$ cat src/rtl/core/rcpr_ram.sv
// Generic single-write, single-read RAM with a registered read port.
// No dependencies.
`timescale 1ns / 1ps

module rcpr_ram #(
	parameter int WIDTH = 32,
	parameter int DEPTH = 64
) (
	input  logic                     clk,
	input  logic                     we,
	input  logic [$clog2(DEPTH)-1:0] waddr,
	input  logic [WIDTH-1:0]         wdata,
	input  logic [$clog2(DEPTH)-1:0] raddr,
	output logic [WIDTH-1:0]         rdata
);

	logic [WIDTH-1:0] mem [DEPTH];

	always_ff @(posedge clk) begin
		if (we) begin
			mem[waddr] <= wdata;
		end
		rdata <= mem[raddr];
	end

endmodule
$ cat config.mk
export PLATFORM = sky130hd
export DESIGN_NAME = rcpr_ram
export DESIGN_NICKNAME = d
export VERILOG_FILES = /design/src/rtl/core/rcpr_ram.sv
export SDC_FILE = /design/constraint.sdc
export NUM_CORES = 2
export LEC_CHECK = 0
export BUFFER_PORTS_ARGS = -buffer_cell sky130_fd_sc_hd__buf_2
export CAP_MARGIN = 20
export CORE_UTILIZATION = 45
export DETAILED_ROUTE_END_ITERATION = 8
export PLACE_DENSITY_LB_ADDON = 0.1
export REMOVE_ABC_BUFFERS = 1
export SETUP_SLACK_MARGIN = 0.5
export SLEW_MARGIN = 20
export SYNTH_ARGS = -nofsm -noshare
export SYNTH_HDL_FRONTEND = slang
export SYNTH_SLANG_ARGS = --single-unit
$ cat constraint.sdc
create_clock -name clk -period 4.7 [get_ports clk]
set_input_delay 0.235 -clock clk [delete_from_list [all_inputs] [get_ports clk]]
set_output_delay 0.235 -clock clk [all_outputs]
set_load 0.1 [all_outputs]
=== Yosys cells after proc, flatten, opt, wreduce, memory -nomap -nowiden ===
Memory sizes are Yosys's and may differ from the RTL's. A register that Yosys moved wholly into a read port is not among the register bits.
Index checks and enable logic that the tools add are counted.
Widths: inputs -> output; s select.

* Register bits: 0
* Memory bits (writable): 2048
* Bits of input ports: 46
* Output and inout bits: 32
* Word-level logic and storage cells: 3
* Memories kept: 1

{| class="wikitable"
|+ Memory list
! memory !! words !! bits a word !! read ports !! clocked after memory_dff !! wr ports !! RTL line !! text
|-
| mem || 64 || 32 || 1 || 1 || 1 || 17 || <nowiki>logic [WIDTH-1:0] mem [DEPTH];</nowiki>
|}

* Multiplexer cells: 2

{| class="wikitable"
|+ Operators by type and width
! operator !! count
|-
| $mux 1 || 2
|}

=== Depth between registers and ports, before layout ===
* Depth after elaboration: 2
* Mapped depth: 10
* Depth with buffers taken out: 5

=== Least setup slack after synthesis ===
OpenSTA, ideal clock, no wires.

* Path kind: in2reg
* Start point: in waddr[3]
* End point: mem mem[48][0] (enable)
* Library setup time: 0.461 ns
* Arrival: 2.934 ns
* Required time: 4.239 ns
* Path slack: 1.305 ns
* Stages on the path: 4
* Path buffers: 1
* Path through: clkbuf_1 > nor2b_1 > nand4b_1 > nor3_1

{| class="wikitable"
|+ RTL lines
! what !! RTL line !! text
|-
| start: declaration || 11 || <nowiki>input logic [$clog2(DEPTH)-1:0] waddr,</nowiki>
|-
| end: declaration || 17 ||
|}

No word-level cell before the write port.

==> flow_metrics.py <==
metrics = {
    "yosys": {
        "synth_cell_type_count": 34,
        "synth-seq-cells": 2080,
        "synth-seq-area-share_pct": 79.1,
        "postSynthAreaPerCell_um2": 23.6,
        "syn_area_um2": 78500,
        "synth_top_area_share_pct": 78.3,
        "syn-instance-count": 3324,
        "yosys_warnings": 0,
        "synth-main-ff-cell": "edfxtp_1",
        "yosysTopAreaCell": "edfxtp_1",
        "async_flop_share_pct": 0,
        "synth_edf_count": 2048,
        "synth_area_leaders": "edfxtp_1, mux4_2, mux2i_1, dfxtp_1, o22ai_1",
    },
    "sta": {
        "hold_viol": 0,
        "tightest_slew_ns": 1.11,
        "max-slew-margin-rel_pct": 25.6,
        "fin_crit_sh_pct": 63.9,
        "slew_violations": 0,
        "setup_viol": 0,
        "rsz0062_at_grt": "false",
        "fmax_ghz": 0.333,
        "tns_ns": 0,
        "finalCriticalPeriod_ns": 3.00,
        "fin_skew_ns": 0.0257,
    },
    "clock_tree": {
        "clock_latency_ns": 0.84,
        "post_cts_resized": 0,
        "clock_path_buffers": 3,
        "cts_root_buf": "clkbuf_16",
        "htreeDepth": 4,
        "clock-sinks": 2080,
        "hold_buffers": 4,
        "cts_tree": "yes",
        "cts_made_buffers": 209,
        "path_clk_slew_ns": 0.06,
        "cts_setup_buffers": 0,
    },
    "critical_path": {
        "crit_slowest_cell": "nor2b_1",
        "crit_arrival_ns": 3.63,
        "startpoint_type": "input pin",
        "r2r_cells": 4,
        "critPathRequiredTime_ns": 5.33,
        "rr_startpoint": "mem[11][21]",
        "max_stage_delay_ns": 0.88,
        "worstPathMaxFanout": 53,
        "cp-end-kind": "flip-flop",
        "rrSetupSlack_ns": 2.16,
        "r2r-end": "rdata[21]",
        "path_class": "in -> reg",
        "crit_chain": "buf_8 > buf_4 > nor2b_1 > a22oi_1 > and3_1 > o32ai_1 > nor3_1",
    },
    "drt": {
        "wl_per_cell_um": 35.5,
        "vias_per_cell": 6.05,
        "postRouteAntennaNets": 0,
        "drt_iter0_drc": 4281,
        "wl_mm": 218,
        "drc": 0,
        "dr.pass1.iters": 7,
        "vias": 37000,
    },
    "die": {
        "die_height_um": 420,
        "fp.coreArea_um2": 172000,
        "die_area_um2": 176000,
        "start_util_pct": 45.5,
        "ioPinCount": 78,
        "core.rowCount": 152,
        "die_w_um": 420,
    },
    "flow_run": {
        "max-cap-violations": 0,
    },
    "cells_and_area": {
        "drive_gt1_share_pct": 31.1,
        "final_nets": 3668,
        "syn_to_final_growth_pct": 14.4,
        "fin_area_um2": 89800,
        "layoutNonFillerInstCount": 6122,
        "fill_cells": 13300,
    },
    "power": {
        "p_clk_share_pct": 41.5,
        "p_leak_nw": 28.0,
        "internal-power_mw": 30.5,
        "seqPwrFrac_pct": 52.6,
        "combPwrFrac_pct": 5.9,
        "ir_drop_uv": 370,
        "p_per_area_nw_per_um2": 437,
        "p_sw_share_pct": 22.3,
        "power.switching_mw": 8.76,
    },
    "grt": {
        "grt_first_pass_wirelength_mm": 302,
        "antenna_found_initial": 22,
        "grt_pass1_vias": 38500,
        "grtUsageTotal_pct": 25.1,
        "grt_overflow_total": 0,
        "grt_max_degree": 88,
    },
    "placed_design": {
        "portBuffers": 77,
        "place_area_um2": 83000,
        "dpl.cell_count": 5717,
        "dp_hpwl_mm": 126,
        "routabilityCongestion": 0.810,
    },
    "min_path": {
        "min_to": "mem[31][6]",
        "worstHoldStart": "wdata[6]",
        "hold-path-cell-count": 2,
        "min_path_type": "in -> reg",
    },
    "status": {
        "status": "completed",
    },
}
layout make-up:
class,instances,area [um^2],share of cell area [%]
antenna,13,32.5,0.0362
timing repair buffer,269,2070,2.30
clock inverter,114,1040,1.16
clock buffer,274,5670,6.32
tap,2310,2890,3.22
sequential,2080,62100,69.2
multi-input combinational,1062,16000,17.8
flip-flops by register name, summed over array words and instances (netlist names):
name   count
mem     2048
rdata     32
cell usage in the layout (no fill, tap or decap), types with 45 or more instances in the layout:
cell type,Yosys,routed
edfxtp_1,2048,2048
mux4_2,544,544
clkbuf_16,0,209
buf_4,25,173
mux2i_1,93,93
o22ai_1,84,84
nor2_1,137,74
buf_2,57,73
a21oi_1,62,62
nor2_4,0,62
clkbuf_1,74,45
metal layers:
| metal | vias up | wire [um] | global-route usage (%) |
|---|---|---|---|
| met3 | 312 | 15000 | 4.42 |
| met5 | - | 22 | 0 |
| met1 | 20300 | 86300 | 33.6 |
| li1 | 14900 | - | - |
| met2 | 1476 | 109000 | 41.7 |
| met4 | 4 | 7320 | 8.26 |
worst max-delay path by stage:
| stage | startpoint | endpoint | cells past startpoint |
|---|---|---|---|
| after floorplan | we | mem[48][0] | 3 |
| after global placement | raddr[1] | rdata[20] | 7 |
| after detailed placement | raddr[1] | rdata[20] | 7 |
| after CTS | waddr[1] | mem[43][0] | 6 |
| after global routing | waddr[1] | mem[59][28] | 6 |
| final | raddr[1] | rdata[8] | 7 |
power by group through the flow:
stage | Combinational [mW] | Clock [mW] | Sequential (mW)
global placement | 2.30 | 0 | 21.0
CTS | 2.34 | 16.5 | 20.7
floorplan | 0.760 | 0 | 21.3
detailed placement | 2.33 | 0 | 21.0
finish | 2.31 | 16.3 | 20.7
global route | 2.40 | 17.2 | 20.7
worst max-delay path, delay by kind of cell:
family	cells	cell delay [ns]
AND/OR/NAND/NOR	3	1.47
AO/OA/AOI/OAI	2	0.95
buffers and inverters	2	0.85
synth_stat cells, types with 12 or more instances:
| library cell | number |
|---|---|
| a21oi_1 | 62 |
| a22oi_1 | 12 |
| buf_1 | 21 |
| buf_2 | 57 |
| buf_4 | 25 |
| clkbuf_1 | 74 |
| dfxtp_1 | 32 |
| edfxtp_1 | 2048 |
| mux2i_1 | 93 |
| mux4_2 | 544 |
| nand2_1 | 26 |
| nor2_1 | 137 |
| nor2b_1 | 15 |
| o221ai_1 | 27 |
| o22ai_1 | 84 |
kinds of logic after synthesis:
logic type,synth area share (%)
flops,79.1
mux,16.8
simple gates,1.27
compound gates,1.67
buf+inv,1.13
stage by stage:
step	power, mW	hold slack, ns	setup slack (ns)	utilization (%)
3_3_place_gp	23.3	0.737	0.957	48.1
5_1_grt	40.2	0.0700	1.71	52.1
3_5_place_dp	23.4	0.733	0.894	48.1
6_report	39.2	0.0612	1.70	52.1
4_1_cts	39.5	0.0688	1.79	52.0
2_1_floorplan	22.0	0.334	1.46	-
No activity file was read; power rests on OpenSTA's default activity.
